===== config.mk =====
export PLATFORM = sky130hd
export DESIGN_NAME = deadlock_detect_and_recover
export DESIGN_NICKNAME = d
export VERILOG_FILES = /design/src/rtl/core/dldr_pkg.sv /design/src/rtl/core/deadlock_detect_and_recover.sv
export SDC_FILE = /design/constraint.sdc
export NUM_CORES = 1
export LEC_CHECK = 0
export ABC_AREA = 1
export BUFFER_PORTS_ARGS = -buffer_cell sky130_fd_sc_hd__buf_2
export CORE_UTILIZATION = 30
export CTS_CLUSTER_DIAMETER = 120
export DETAILED_ROUTE_END_ITERATION = 10
export HOLD_SLACK_MARGIN = 0.1
export PLACE_DENSITY_LB_ADDON = 0.1
export SLEW_MARGIN = 20
export SYNTH_ARGS = -nofsm -noshare
export SYNTH_HDL_FRONTEND = slang
export SYNTH_SLANG_ARGS = --single-unit

===== constraint.sdc =====
create_clock -name i_clk -period 11.14 [get_ports i_clk]
set_input_delay 1.671 -clock i_clk [delete_from_list [all_inputs] [get_ports i_clk]]
set_output_delay 1.671 -clock i_clk [all_outputs]
set_load 0.03 [all_outputs]

===== src/rtl/core/dldr_pkg.sv =====
// ---------------------------------------------------------------------------
// dldr_pkg: shared types and codes for the deadlock detect and recover block
// Holds request codes, result kinds, configuration register indexes and the
// counter saturation limit.
// ---------------------------------------------------------------------------
`default_nettype none
package dldr_pkg;
    localparam int CNT_W = 12;
    localparam int VAL_W = 8;
    localparam logic [CNT_W-1:0] COUNT_MAX = 12'hfff;

    typedef logic [1:0] t_req;
    localparam t_req REQ_AVAIL = 2'd0;
    localparam t_req REQ_HELD  = 2'd1;
    localparam t_req REQ_WANT  = 2'd2;
    localparam t_req REQ_RUN   = 2'd3;

    localparam logic KIND_VICTIM = 1'b0;
    localparam logic KIND_DONE   = 1'b1;

    typedef logic [1:0] t_cfg_idx;
    localparam t_cfg_idx CFG_POLICY  = 2'd0;
    localparam t_cfg_idx CFG_THREADS = 2'd1;
    localparam t_cfg_idx CFG_RES     = 2'd2;
endpackage
`default_nettype wire


===== src/rtl/core/deadlock_detect_and_recover.sv =====
// Steps: a load gives no result. A run repeats, per round (one per victim, plus a final one),
// an empty-row sweep over THREADS*RESOURCES cells, up to THREADS+1 fit scans with an add of
// RESOURCES cells per finished row, a victim sum scan, a release of the victim row and a wait
// for the result to drain.
// Throughput: one transaction at a time; o_stall stays high for the whole run.
// Reset: synchronous active low; counts and matrices clear, policy 1, 8 threads, 4 res.
// ---------------------------------------------------------------------------
// deadlock_detect_and_recover: multi-instance deadlock detection and recovery
// Sequencer walks the matrices cell by cell through one shared cell read and saturating add.
// ---------------------------------------------------------------------------
`default_nettype none
module deadlock_detect_and_recover #(
    parameter int THREADS   = 8,
    parameter int RESOURCES = 4
) (
    input  wire logic                   i_clk,
    input  wire logic                   i_rst_n,
    input  wire logic                   i_valid,
    output logic                        o_stall,
    input  wire dldr_pkg::t_req         i_req_type,
    input  wire logic [2:0]             i_thread_sel,
    input  wire logic [1:0]             i_resource_sel,
    input  wire logic [7:0]             i_value,
    input  wire logic                   i_cfg_valid,
    output logic                        o_cfg_ready,
    input  wire dldr_pkg::t_cfg_idx     i_cfg_index,
    input  wire logic [3:0]             i_cfg_data,
    output logic                        o_valid,
    input  wire logic                   i_stall,
    output logic                        o_kind,
    output logic [2:0]                  o_victim,
    output logic [7:0]                  o_deadlocked_set,
    output logic                        o_last
);
    import dldr_pkg::*;

    localparam int TW = (THREADS > 1) ? $clog2(THREADS) : 1;
    localparam int RW = (RESOURCES > 1) ? $clog2(RESOURCES) : 1;
    localparam int SW = VAL_W + RW + 1;
    localparam int CELLS = THREADS * RESOURCES;

    localparam logic [2:0] S_IDLE  = 3'd0;
    localparam logic [2:0] S_EMPTY = 3'd1;   // find threads holding nothing
    localparam logic [2:0] S_SCAN  = 3'd2;   // test request fits in work
    localparam logic [2:0] S_ADD   = 3'd3;   // add allocation into work
    localparam logic [2:0] S_SUM   = 3'd4;   // victim sum scan
    localparam logic [2:0] S_REL   = 3'd5;   // release victim row
    localparam logic [2:0] S_OUT   = 3'd6;   // wait for result to drain

    logic [2:0]        r_state;
    logic              r_policy;
    logic [3:0]        r_nthr;
    logic [2:0]        r_nres;
    logic [CNT_W-1:0]  r_avail [RESOURCES];
    logic [CNT_W-1:0]  r_work  [RESOURCES];
    logic [VAL_W-1:0]  r_held  [CELLS];
    logic [VAL_W-1:0]  r_want  [CELLS];
    logic [THREADS-1:0] r_fin;
    logic [TW-1:0]     r_t;
    logic [RW-1:0]     r_r;
    logic              r_ok;
    logic [SW-1:0]     r_sum, r_best;
    logic              r_have;
    logic [TW-1:0]     r_pick;
    logic              r_done_run;
    logic              r_ov;
    logic              r_okind, r_olast;
    logic [2:0]        r_ovict;
    logic [7:0]        r_odead;

    // effective counts, clamped
    logic [5:0] w_nt;
    logic [4:0] w_nr;
    always_comb begin
        w_nt = (32'(r_nthr) > THREADS) ? 6'(THREADS) : 6'(r_nthr);
        w_nr = (32'(r_nres) > RESOURCES) ? 5'(RESOURCES) : 5'(r_nres);
    end

    logic [THREADS-1:0] w_active, w_dead;
    always_comb begin
        for (int k = 0; k < THREADS; k++) w_active[k] = (k < 32'(w_nt));
        w_dead = w_active & ~r_fin;
    end

    // shared unit: one cell address and one saturating add
    logic [TW+RW-1:0] w_cell;
    logic [TW-1:0]    w_trow;
    logic [VAL_W-1:0] w_h, w_w;
    logic [CNT_W:0]   w_add;
    logic [CNT_W-1:0] w_addsat, w_opnd;
    logic             w_last_r, w_last_t;
    always_comb begin
        w_trow   = (r_state == S_REL) ? r_pick : r_t;
        w_cell   = TW'(w_trow) * (TW+RW)'(RESOURCES) + (TW+RW)'(r_r);
        w_h      = r_held[w_cell];
        w_w      = r_want[w_cell];
        w_opnd   = (r_state == S_REL) ? r_avail[r_r] : r_work[r_r];
        w_add    = {1'b0, w_opnd} + (CNT_W+1)'(w_h);
        w_addsat = w_add[CNT_W] ? COUNT_MAX : w_add[CNT_W-1:0];
        w_last_r = (32'(r_r) + 1 >= 32'(w_nr));
        w_last_t = (32'(r_t) + 1 >= 32'(w_nt));
    end

    logic [SW-1:0] w_sumn;
    logic          w_better;
    always_comb begin
        w_sumn   = r_sum + SW'(w_h);
        w_better = !r_have || (r_policy ? (w_sumn >= r_best) : (w_sumn <= r_best));
    end

    assign o_stall     = (r_state != S_IDLE);
    assign o_cfg_ready = (r_state == S_IDLE);
    assign o_valid     = r_ov;
    assign o_kind      = r_okind;
    assign o_victim    = r_ovict;
    assign o_deadlocked_set = r_odead;
    assign o_last      = r_olast;

    logic w_acc;
    assign w_acc = i_valid && !o_stall;

    // cell addressed by a load
    logic [TW+RW-1:0] w_ld_cell;
    assign w_ld_cell = (TW+RW)'(i_thread_sel) * (TW+RW)'(RESOURCES)
                     + (TW+RW)'(i_resource_sel);

    // matrix storage, written by loads and by the release sweep
    always_ff @(posedge i_clk) begin
        if (!i_rst_n) begin
            for (int k = 0; k < CELLS; k++) begin
                r_held[k] <= '0;
                r_want[k] <= '0;
            end
        end else if (w_acc && (i_req_type == REQ_HELD || i_req_type == REQ_WANT)) begin
            if (32'(i_thread_sel) < THREADS && 32'(i_resource_sel) < RESOURCES) begin
                if (i_req_type == REQ_HELD)
                    r_held[w_ld_cell] <= i_value;
                else
                    r_want[w_ld_cell] <= i_value;
            end
        end else if (r_state == S_REL && 32'(w_nr) != 0) begin
            r_held[w_cell] <= '0;
            r_want[w_cell] <= '0;
        end
    end

    // sequencer
    always_ff @(posedge i_clk) begin
        if (!i_rst_n) begin
            r_state  <= S_IDLE;
            r_policy <= 1'b1;
            r_nthr   <= 4'd8;
            r_nres   <= 3'd4;
            r_fin    <= '0;
            r_ov     <= 1'b0;
            for (int k = 0; k < RESOURCES; k++) begin
                r_avail[k] <= '0;
                r_work[k]  <= '0;
            end
        end else begin
            if (r_ov && !i_stall) r_ov <= 1'b0;
            if (i_cfg_valid && o_cfg_ready) begin
                unique case (i_cfg_index)
                    CFG_POLICY:  r_policy <= i_cfg_data[0];
                    CFG_THREADS: r_nthr   <= i_cfg_data;
                    CFG_RES:     r_nres   <= i_cfg_data[2:0];
                    default: ;
                endcase
            end
            unique case (r_state)
                S_IDLE: begin
                    if (w_acc) begin
                        unique case (i_req_type)
                            REQ_AVAIL: if (32'(i_resource_sel) < RESOURCES)
                                r_avail[i_resource_sel[RW-1:0]] <= CNT_W'(i_value);
                            REQ_RUN: begin
                                for (int k = 0; k < RESOURCES; k++) r_work[k] <= r_avail[k];
                                r_fin <= '0;
                                r_t <= '0; r_r <= '0; r_ok <= 1'b1;
                                r_state <= S_EMPTY;
                            end
                            default: ;
                        endcase
                    end
                end
                S_EMPTY: begin
                    // r_ok tracks "row empty"; skip when no threads
                    if (w_nt == 0) begin
                        r_t <= '0; r_r <= '0; r_ok <= 1'b1; r_state <= S_SCAN;
                    end else begin
                        logic e;
                        e = r_ok && (w_nr == 0 || w_h == 0);
                        if (w_nr == 0 || w_last_r) begin
                            if (e) r_fin[r_t] <= 1'b1;
                            r_r <= '0; r_ok <= 1'b1;
                            if (w_last_t) begin
                                r_t <= '0; r_state <= S_SCAN;
                            end else r_t <= r_t + 1'b1;
                        end else begin
                            r_ok <= e; r_r <= r_r + 1'b1;
                        end
                    end
                end
                S_SCAN: begin
                    if (w_nt == 0 || r_fin[r_t]) begin
                        r_r <= '0; r_ok <= 1'b1;
                        if (w_nt == 0 || w_last_t) begin
                            r_t <= '0; r_sum <= '0; r_have <= 1'b0; r_state <= S_SUM;
                        end else r_t <= r_t + 1'b1;
                    end else begin
                        logic f;
                        f = r_ok && (w_nr == 0 || CNT_W'(w_w) <= r_work[r_r]);
                        if (w_nr == 0 || w_last_r) begin
                            r_r <= '0; r_ok <= 1'b1;
                            if (f) begin
                                r_fin[r_t] <= 1'b1;
                                if (w_nr == 0) r_t <= '0;
                                else r_state <= S_ADD;
                            end else if (w_last_t) begin
                                r_t <= '0; r_sum <= '0; r_have <= 1'b0; r_state <= S_SUM;
                            end else r_t <= r_t + 1'b1;
                        end else begin
                            r_ok <= f; r_r <= r_r + 1'b1;
                        end
                    end
                end
                S_ADD: begin
                    r_work[r_r] <= w_addsat;
                    if (w_last_r) begin
                        r_r <= '0; r_t <= '0; r_state <= S_SCAN;
                    end else r_r <= r_r + 1'b1;
                end
                S_SUM: begin
                    if (w_dead == '0) begin
                        r_okind <= KIND_DONE; r_ovict <= '0; r_odead <= '0;
                        r_olast <= 1'b1; r_ov <= 1'b1; r_done_run <= 1'b1;
                        r_state <= S_OUT;
                    end else if (!w_dead[r_t]) begin
                        // skip a live thread; the last active thread ends the scan
                        if (w_last_t) r_state <= S_REL;
                        else r_t <= r_t + 1'b1;
                    end else if (w_nr == 0 || w_last_r) begin
                        if (w_better) begin
                            r_best <= (w_nr == 0) ? '0 : w_sumn;
                            r_pick <= r_t; r_have <= 1'b1;
                        end
                        r_sum <= '0; r_r <= '0;
                        if (w_last_t) r_state <= S_REL;
                        else r_t <= r_t + 1'b1;
                    end else begin
                        r_sum <= w_sumn; r_r <= r_r + 1'b1;
                    end
                end
                S_REL: begin
                    if (w_nr != 0) r_avail[r_r] <= w_addsat;
                    if (w_nr == 0 || w_last_r) begin
                        r_okind <= KIND_VICTIM; r_ovict <= 3'(r_pick);
                        r_odead <= 8'(w_dead); r_olast <= 1'b0;
                        r_ov <= 1'b1; r_done_run <= 1'b0;
                        r_state <= S_OUT;
                    end
                    r_r <= (w_nr == 0 || w_last_r) ? '0 : r_r + 1'b1;
                end
                S_OUT: begin
                    if (!r_ov || !i_stall) begin
                        if (r_done_run) r_state <= S_IDLE;
                        else begin
                            for (int k = 0; k < RESOURCES; k++) r_work[k] <= r_avail[k];
                            r_fin <= '0; r_t <= '0; r_r <= '0; r_ok <= 1'b1;
                            r_state <= S_EMPTY;
                        end
                    end
                end
                default: r_state <= S_IDLE;
            endcase
        end
    end
endmodule
`default_nettype wire


Word-level counts from Yosys, hierarchy flattened
Memory sizes are Yosys's and may differ from the RTL's. A register that Yosys moved wholly into a read port is not among the register bits.
Cells that the tools add are included.
{"block": "totals", "ff_bits": 64, "latch_bits": 0, "ramBits": 608, "rom_bits": 0, "output_inout_bits": 16, "memories": 4}
{"memory": "r_held", "words": 32, "word_bits": 8, "rd": 1, "rd_ports_with_merged_regs": 0, "write_ports": 32, "line_no": "deadlock_detect_and_recover.sv:56", "rtl": "logic [VAL_W-1:0] r_held [CELLS];"}
{"memory": "r_want", "words": 32, "word_bits": 8, "rd": 1, "rd_ports_with_merged_regs": 0, "write_ports": 32, "line_no": "deadlock_detect_and_recover.sv:57", "rtl": "logic [VAL_W-1:0] r_want [CELLS];"}
{"memory": "r_avail", "words": 4, "word_bits": 12, "rd": 5, "rd_ports_with_merged_regs": 1, "write_ports": 4, "line_no": "deadlock_detect_and_recover.sv:54", "rtl": "logic [CNT_W-1:0] r_avail [RESOURCES];"}
{"memory": "r_work", "words": 4, "word_bits": 12, "rd": 1, "rd_ports_with_merged_regs": 1, "write_ports": 4, "line_no": "deadlock_detect_and_recover.sv:55", "rtl": "logic [CNT_W-1:0] r_work [RESOURCES];"}
{"block": "op_classes", "add_sub_neg": 8, "n_mul": 0, "div_mod_pow": 0, "magnitude_cmp": 17, "n_eq_ne": 39, "n_shift": 0, "muxes": 179, "bitwise_logic": 12, "n_reduce_logical": 53}
{"operator": "$mux W12", "count": 13}
{"operator": "$mux W8", "count": 16}
{"operator": "$mux W3", "count": 39}
{"operator": "$mux W11", "count": 8}
{"operator": "$mux W1", "count": 69}
{"operator": "$reduce_or A12 Y1", "count": 3}
{"operator": "$pmux W8 S4", "count": 1}
{"operator": "$reduce_or A8 Y1", "count": 4}
{"operator": "$mux W2", "count": 15}
{"operator": "$ne A2 B2 Y1 const B", "count": 14}
{"operator": "$reduce_and A12 Y1", "count": 2}
{"operator": "$pmux W11 S2", "count": 1}
{"operator": "$ne A3 B3 Y1 const B", "count": 7}
{"operator": "$pmux W3 S7", "count": 1}
{"operator": "$mux W5", "count": 4}
{"operator": "$pmux W3 S6", "count": 1}
{"operator": "$logic_not A8 Y1", "count": 2}
{"operator": "$lt A3 B4 Y1 const A", "count": 4}
{"operator": "$ne A4 B4 Y1 const B", "count": 4}
{"operator": "$pmux W8 S2", "count": 1}
{"operator": "$reduce_and A8 Y1", "count": 2}
{"operator": "$pmux W2 S7", "count": 1}
{"operator": "$add A12 B8 Y13", "count": 1}
{"operator": "$le A8 B12 Y1", "count": 1}
{"operator": "51 further kinds", "count": 94}

Depth between registers and ports, before layout
Gate-level depths: netlist of the first run.
An unclocked memory read counts as a cell.
{"block": "logic_depth", "ltp_word": 13, "mapped_depth": 33, "ltp_nobuf": 31}

Least setup slack after synthesis of the first run
No wires, ideal clock.
{"block": "synth_path", "kind": "register to register", "from": "register r_state[1]", "to": "register r_best[0], enable pin", "setup_ps": 384, "arrival_time_ps": 4638, "t_required_ps": 10756, "path_slack_ps": 6118, "stages_incl_launch_ff": 32, "path_buffers": 2, "path_cell_list": "dfxtp_1 inv_2 nand3_1 buf_4 nand2_1 nand2_1 buf_2 nand2_1 nand3_1 nand2_1 nand2_1 nand2_1 inv_1 ha_1 inv_1 fa_1 nor2_1 a211oi_1 o21ai_0 nand3_1 nand2_1 nand2_1 nor2_1 xor2_1 inv_1 ha_1 a21oi_1 o221ai_1 o21ai_0 a21o_1 o21ai_0 nor2_1"}
{"block": "synth_via", "elab_chain_len": 9}
{"element": "start: declaration", "line_no": "deadlock_detect_and_recover.sv:50", "rtl": "logic [2:0] r_state;"}
{"element": "start signal: assignment", "line_no": "deadlock_detect_and_recover.sv:150", "rtl": "r_state <= S_IDLE;"}
{"element": "start signal: assignment", "line_no": "deadlock_detect_and_recover.sv:180", "rtl": "r_state <= S_EMPTY;"}
{"element": "start signal: assignment", "line_no": "deadlock_detect_and_recover.sv:189", "rtl": "r_t <= '0; r_r <= '0; r_ok <= 1'b1; r_state <= S_SCAN;"}
{"element": "$eq A3 B3 Y1 *", "line_no": "deadlock_detect_and_recover.sv:93", "rtl": "w_trow = (r_state == S_REL) ? r_pick : r_t;"}
{"element": "$mux W3 *", "line_no": "deadlock_detect_and_recover.sv:93"}
{"element": "$add A5 B2 Y5 *", "line_no": "deadlock_detect_and_recover.sv:94", "rtl": "w_cell = TW'(w_trow) * (TW+RW)'(RESOURCES) + (TW+RW)'(r_r);"}
{"element": "$mem_v2 Z32 W8 *"}
{"element": "$add A11 B8 Y11 *", "line_no": "deadlock_detect_and_recover.sv:107", "rtl": "w_sumn = r_sum + SW'(w_h);"}
{"element": "via w_sumn[10]", "line_no": "deadlock_detect_and_recover.sv:104", "rtl": "logic [SW-1:0] w_sumn;"}
{"element": "$le A11 B11 Y1 or $ge A11 B11 Y1 (tied branches)", "line_no": "deadlock_detect_and_recover.sv:108", "rtl": "w_better = !r_have || (r_policy ? (w_sumn >= r_best) : (w_sumn <= r_best));"}
{"element": "$mux W1 *", "line_no": "deadlock_detect_and_recover.sv:108"}
{"element": "$logic_or A1 B1 Y1 *", "line_no": "deadlock_detect_and_recover.sv:108"}
{"element": "$reduce_and A6 Y1 (no line) *"}
{"element": "end signal: assignment", "line_no": "deadlock_detect_and_recover.sv:244", "rtl": "r_best <= (w_nr == 0) ? '0 : w_sumn;"}
{"element": "end: declaration", "line_no": "deadlock_detect_and_recover.sv:62", "rtl": "logic [SW-1:0] r_sum, r_best;"}
Mark *: on every way through the listed nets, which the timed path passes. The rest lies on a longest branch.
A chain may end at the register's enable or synchronous reset.

Worst setup path after layout of the first run
{"block": "layout_path", "from": "register r_state[2]", "to": "register r_best[2], enable pin"}
Same word-level chain as after synthesis.

==> insert_results.sql, run 1 <==
INSERT INTO impl_metrics (metric_group, metric, value, unit) VALUES
('status', 'run_status', 'finished, final reports clean', ''),
('power', 'ir_worst_vdd', '123', 'µV'),
('clocking', 'clock_transition_at_path_regs', '0.06', 'ns'),
('synthesis', 'synth-edff-count', '652', ''),
('synthesis', 'yosys-top-cells-area', 'edfxtp_1 (60%), nor2_1 (9.3%), nand2_1 (8.6%), nand3_1 (4.2%), o21ai_0 (3.7%)', ''),
('route', 'via_count', '25232', ''),
('timing', 'total_neg_setup_slack', '0', 'ns'),
('placement', 'place_hpwl', '69.6', 'mm'),
('route', 'drt_pass1_iterations', '8', ''),
('synthesis', 'seq_area_frac_synth', '60.9', '%'),
('power', 'cell_area_power_density', '246', 'nW/µm²'),
('floorplanning', 'floorplan.rows', '121', ''),
('grt', 'grt_start_max_net_pins', '119', ''),
('power', 'switchingPower', '3.70', 'mW'),
('timing', 'fin_skew', '0.0267', 'ns'),
('critical_path', 'timing.critical_path.mode_cell', 'nand2_1', ''),
('grt', 'first_global_vias', '24866', ''),
('timing', 'max_freq', '144', 'MHz'),
('floorplanning', 'fp.dieArea', '111000', 'µm²'),
('grt', 'grt_overflow', '0', ''),
('synthesis', 'ys_top_cells_by_count', 'nor2_1 (814), nand2_1 (750), edfxtp_1 (652)', ''),
('power', 'p_leak', '14.7', 'nW'),
('timing', 'finalHoldViolations', '0', ''),
('synthesis', 'syn_nets', '3648', ''),
('route', 'routed_wirelength', '111', 'mm'),
('finish', 'number_of_antenna_repair_diodes', '0', ''),
('timing', 'min_hold_slack', '0.477', 'ns'),
('clocking', 'ctsHoldBuffers', '0', ''),
('route', 'antenna_violating_nets_post_route', '0', ''),
('timing', 'layout_min_cycle_time', '6.96', 'ns'),
('power', 'swShare', '40.7', '%'),
('synthesis', 'synth_top_cell_by_area', 'edfxtp_1', ''),
('critical_path', 'critPathCaptureType', 'flop', ''),
('clocking', 'cts-buffers-inserted', '82', ''),
('route', 'dr.first_iter.drc_count', '1993', ''),
('critical_path', 'cp_max_stage_cell', 'nand3_1', ''),
('synthesis', 'synth_seq_cells', '674', ''),
('timing', 'max_slew_margin', '30.1', '%'),
('power', 'comb_power_share', '38.3', '%'),
('floorplanning', 'initial_core_util', '30.2', '%'),
('timing', 'worst_pin_slew', '1.05', 'ns'),
('synthesis', 'ys.warnings.count', '0', ''),
('finish', 'layout-drive-gt1-share', '6.67', '%'),
('critical_path', 'worst_path_largest_cell_delay', '0.77', 'ns'),
('route', 'routed_wire_length_per_instance', '22.3', 'µm'),
('route', 'routed_via_density', '5.05', ''),
('critical_path', 'critical_path_arrival', '7.30', 'ns'),
('grt', 'grt_use_total', '19.9', '%'),
('synthesis', 'synth_area_per_cell', '9.21', 'µm²'),
('synthesis', 'ys_async_sr_fraction', '0', '%'),
('clocking', 'cts_post_setup_buffers_inserted', '0', ''),
('finish', 'final_net_count', '3601', ''),
('critical_path', 'worstPathRequired', '11.48', 'ns'),
('floorplanning', 'die_height', '333', 'µm'),
('power', 'design_power_total', '9.08', 'mW'),
('finish', 'layout.filler_cells', '11231', ''),
('timing', 'report.final.slew_viol_count', '0', ''),
('timing', 'min_period_over_period', '62.5', '%'),
('power', 'p_int', '5.38', 'mW'),
('critical_path', 'cp-startpoint', 'r_state[2]', ''),
('grt', 'antenna_violations_before_repair', '0', ''),
('flow_run', 'cap_viol_max_count', '0', ''),
('timing', 'rsz0062_at_grt', 'false', ''),
('power', 'power_frac_seq', '33.3', '%'),
('critical_path', 'critical_path_peak_fanout', '27', ''),
('synthesis', 'netlist_area', '32900', 'µm²'),
('clocking', 'tritoncts', 'done', ''),
('placement', 'place_congestion', '0.831', ''),
('finish', 'flow.area_growth_from_synthesis', '12.5', '%'),
('synthesis', 'synthFlopType', 'edfxtp_1', ''),
('finish', 'post_layout_nonfiller_instances', '4998', '');
## critical path, delay by kind of cell, from the launching register on
kind                       cells  cell delay (ns)
and+or+nand+nor               10             1.95
DFF                            1             0.50
buffers and inverters          7             1.90
adders and majority gates      3             0.92
AOI/OAI and AO/OA              8             1.10
xor gates and xnor gates       1             0.25
## cell families after synthesis
| group | after synthesis | synth area share [%] |
|---|---|---|
| DFF | 674 | 60.9 |
| and+or+nand+nor | 1909 | 23.3 |
| AOI/OAI and AO/OA | 486 | 8.34 |
| adders and majority gates | 51 | 1.99 |
| buffers and inverters | 437 | 5.11 |
| xor gates and xnor gates | 14 | 0.373 |
## final timing paths
kind | endpoint | cells after the start
hold reg to reg | r_fin[6] | 2
hold / removal | r_fin[6] | 2
setup reg to reg | r_best[2] | 29
setup / recovery | r_best[2] | 29
## cell usage in the layout, fill, tap and decap left out, types with 23 or more instances in the layout
| cell | n |
|---|---|
| nand2_1 | 740 |
| a21oi_1 | 101 |
| clkbuf_16 | 84 |
| inv_1 | 214 |
| buf_4 | 43 |
| edfxtp_1 | 652 |
| ha_1 | 49 |
| nor2_1 | 813 |
| clkbuf_1 | 23 |
| o22ai_1 | 73 |
| nand3_1 | 276 |
| buf_2 | 40 |
| o21ai_0 | 241 |
## power groups by stage
stage | combinational (mW) | sequential, mW | clock [mW]
floorplan | 2.27 | 3.04 | 0
global placement | 3.50 | 3.08 | 0
detailed placement | 3.48 | 3.08 | 0
CTS | 3.49 | 3.02 | 2.65
global route | 3.87 | 3.04 | 2.74
finish | 3.47 | 3.02 | 2.58
## layout make-up
| cell class | instances | area, µm² | area share [%] |
|---|---|---|---|
| repair buffers | 83 | 523 | 1.41 |
| clock buffers | 107 | 2190 | 5.92 |
| clock inverters | 37 | 312 | 0.842 |
| flip-flops and latches | 674 | 20000 | 54.1 |
| inverters | 223 | 847 | 2.29 |
| well taps | 1414 | 1770 | 4.78 |
| multi-input cells | 2460 | 11300 | 30.6 |
## per-layer routing
| metal | track usage [%] | up-vias | share of wire (%) |
|---|---|---|---|
| met3 | 2.57 | 153 | 4.6 |
| met4 | 6.02 | 0 | 2.5 |
| met5 | 0 | - | 0 |
| li1 | - | 12033 | - |
| met2 | 32.6 | 659 | 47 |
| met1 | 27.4 | 12387 | 46 |
## state kept, by name, indices dropped and copies added, names as in the netlist, 3 cells and up, named ones only
signal	flops
r_fin	8
r_state	3
r_want	256
o_deadlocked_set	8
r_work	48
r_nres	3
r_nthr	4
r_t	3
r_held	256
r_best	11
r_sum	11
o_victim	3
r_avail	48
r_pick	3
## per-stage QoR
step | worst slack [ns] | instance area (µm²) | util (%)
6_report | 4.18 | 37000 | 34.0
5_1_grt | 3.52 | 37000 | 34.0
4_1_cts | 4.13 | 37000 | 34.0
3_5_place_dp | 4.16 | 34500 | 31.7
3_3_place_gp | 4.29 | 34500 | 31.7
2_1_floorplan | 6.12 | 32900 | -
Power figures use the tool's default switching activity.
==> inputs of run 2 (changes only) <==
==> constraint.sdc (replaced) <==
create_clock -name i_clk -period 6.75 [get_ports i_clk]
set_input_delay 1.0125 -clock i_clk [delete_from_list [all_inputs] [get_ports i_clk]]
set_output_delay 1.0125 -clock i_clk [all_outputs]
set_load 0.03 [all_outputs]
==> run 2 against run 1 <==
  * Non-clock buffer count grew 52
  * Hold slack better by 0.0012 ns
  * Global-route usage barely moved
  * Final cell count rose by 1.0%
  * Sequential share of layout area shrank 0.73 points
  * Critical endpoint is now r_best[4]
==> insert_results.sql, run 2 (synthesis gave the netlist of run 1 again) <==
INSERT INTO impl_metrics (metric_group, metric, value, unit) VALUES
('status', 'run_status', 'finished, final reports clean', ''),
('clocking', 'worstSkewPairLatency', '0.66', 'ns'),
('critical_path', 'critical_path_arrival', '6.27', 'ns'),
('timing', 'fin_skew', '0.0293', 'ns'),
('clocking', 'cts_sinks', '674', ''),
('timing', 'min_period_over_period', '88.8', '%'),
('clocking', 'ctsHoldBuffers', '0', ''),
('grt', 'grt_pass1_wl', '165', 'mm'),
('power', 'cell_area_power_density', '402', 'nW/µm²'),
('timing', 'min_hold_slack', '0.478', 'ns'),
('placement', 'port-buffer-count', '41', ''),
('placement', 'place_congestion', '0.848', ''),
('critical_path', 'worst_path_largest_cell_delay', '0.60', 'ns'),
('critical_path', 'element_type_at_the_critical_path_start', 'flop', ''),
('floorplanning', 'die_height', '333', 'µm'),
('grt', 'grt_overflow', '0', ''),
('finish', 'layout-drive-gt1-share', '8.28', '%'),
('critical_path', 'critical_path_buf_inv_count', '4', ''),
('finish', 'reg_top3', 'r_held: 256 flops, r_want: 256 flops', ''),
('grt', 'grt_use_total', '19.9', '%'),
('floorplanning', 'core_region_area', '109000', 'µm²'),
('floorplanning', 'floorplan.rows', '121', ''),
('finish', 'seqCellArea', '20000', 'µm²'),
('finish', 'final_net_count', '3651', ''),
('clocking', 'clock_transition_at_path_regs', '0.06', 'ns'),
('timing', 'layout_min_cycle_time', '5.99', 'ns'),
('timing', 'finalHoldViolations', '0', ''),
('route', 'drt_pass1_iterations', '5', ''),
('floorplanning', 'number_of_top_level_pins', '42', ''),
('clocking', 'cts_root_buffer_type', 'clkbuf_16', ''),
('route', 'routed_wirelength', '112', 'mm'),
('clocking', 'cts_post_setup_buffers_inserted', '0', ''),
('critical_path', 'worstPathRequired', '7.03', 'ns'),
('timing', 'worst_pin_slew', '1.13', 'ns'),
('clocking', 'post_cts_resized', '0', ''),
('grt', 'first_global_vias', '24718', ''),
('power', 'p_leak', '14.9', 'nW'),
('route', 'routed_via_density', '4.99', ''),
('critical_path', 'cp_max_stage_cell', 'nor2_2', ''),
('critical_path', 'timing.critical_path.mode_cell', 'nand2_1', ''),
('placement', 'place_hpwl', '70.5', 'mm'),
('clocking', 'cts.htree.levels', '3', ''),
('route', 'drt_drc_violations_left', '0', ''),
('timing', 'final_critical_path_setup_slack', '0.755', 'ns'),
('critical_path', 'critPathCaptureType', 'flop', ''),
('route', 'antenna_violating_nets_post_route', '0', ''),
('timing', 'total_neg_setup_slack', '0', 'ns'),
('finish', 'layout.filler_cells', '11224', ''),
('critical_path', 'crit_family', 'simple AND/OR/NAND/NOR gates', ''),
('finish', 'area_of_the_multi_input_gates', '11300', 'µm²'),
('route', 'via_count', '25172', ''),
('timing', 'report.final.slew_viol_count', '0', ''),
('clocking', 'cts-buffers-inserted', '80', ''),
('finish', 'most_common_cell_after_layout_fill_and_taps_aside', 'nor2_1', ''),
('timing', 'max_slew_margin', '24.6', '%'),
('floorplanning', 'initial_core_util', '30.2', '%'),
('timing', 'rsz0062_at_grt', 'false', ''),
('grt', 'antenna_violations_before_repair', '1', ''),
('power', 'ir_worst_vdd', '212', 'µV'),
('grt', 'grt_start_max_net_pins', '120', ''),
('clocking', 'tritoncts', 'done', ''),
('floorplanning', 'chipWidth', '333', 'µm'),
('finish', 'flow.area_growth_from_synthesis', '14.0', '%'),
('clocking', 'cts_max_path_buffers', '3', ''),
('finish', 'number_of_antenna_repair_diodes', '0', ''),
('flow_run', 'cap_viol_max_count', '0', ''),
('route', 'routed_wire_length_per_instance', '22.2', 'µm'),
('critical_path', 'critical_path_peak_fanout', '14', ''),
('placement', 'place_worst_setup_slack', '0.741', 'ns'),
('timing', 'final-setup-viol-count', '0', ''),
('worst_hold_path', 'min_delay_worst_type', 'reg -> reg', ''),
('critical_path', 'setup.worst_path.class', 'reg -> reg', ''),
('floorplanning', 'fp.dieArea', '111000', 'µm²'),
('finish', 'most-common-layout-cells', 'nor2_1 (812), nand2_1 (740), edfxtp_1 (652), nand3_1 (276), o21ai_0 (241)', ''),
('power', 'design_power_total', '15.1', 'mW'),
('timing', 'max_freq', '167', 'MHz'),
('critical_path', 'ff2ff_setup_slack', '0.76', 'ns'),
('route', 'dr.first_iter.drc_count', '1995', '');
==> run 2: changes by cell type in the layout (fill, tap and decap cells not counted), sizes merged <==
| cell | delta |
|---|---|
| bufinv | +2 |
| clkinv | +2 |
| inv | -2 |
| buf | +52 |
| clkbuf | -3 |
==> run 2: layout make-up <==
cell class / count / share of cell area, %
sequential: 674 / 53.4
timing repair buffer: 135 / 2.57
multi-input combinational: 2460 / 30.2
clock buffer: 104 / 5.91
tap: 1414 / 4.72
clock inverter: 39 / 0.931
inverter: 223 / 2.26
==> run 2: routing by layer <==
layer  vias up  GRT usage (%)  share of wire [%]
li1      12131              -                  -
met5         -              0              0.012
met4         2           6.08                2.5
met3       163           2.66                4.8
met2       626           32.2                 46
met1     12250           27.7                 46
==> run 2: worst paths after layout <==
kind | from | to | depth (start not counted)
max | r_state[2] | r_best[4] | 27
min | r_nthr[2] | r_nthr[2] | 2
max reg2reg | r_state[2] | r_best[4] | 27
min reg2reg | r_nthr[2] | r_nthr[2] | 2
==> run 2: worst reg2reg max path: cells and delay by family (launching register included) <==
kind	cells	cell delay, ns
adders and majority gates	3	0.91
buffers and inverters	4	0.67
DFF	1	0.50
AOI/OAI and AO/OA	8	1.47
and+or+nand+nor	11	1.79
xor gates and xnor gates	1	0.27
==> run 2: per-stage QoR <==
| stage | instances | area (µm²) | util (%) |
|---|---|---|---|
| 2_1_floorplan | 3571 | 32900 | - |
| 3_3_place_gp | 4906 | 34900 | 32.1 |
| 3_5_place_dp | 4906 | 34900 | 32.1 |
| 4_1_cts | 5049 | 37500 | 34.4 |
| 5_1_grt | 5049 | 37500 | 34.4 |
| 6_report | 5049 | 37500 | 34.4 |
==> run 2: power by group <==
| group | switching [mW] | internal, mW | total [mW] |
|---|---|---|---|
| clock network | 1.82 | 2.54 | 4.35 |
| logic | 4.10 | 1.64 | 5.74 |
| registers | 0.130 | 4.87 | 5.00 |
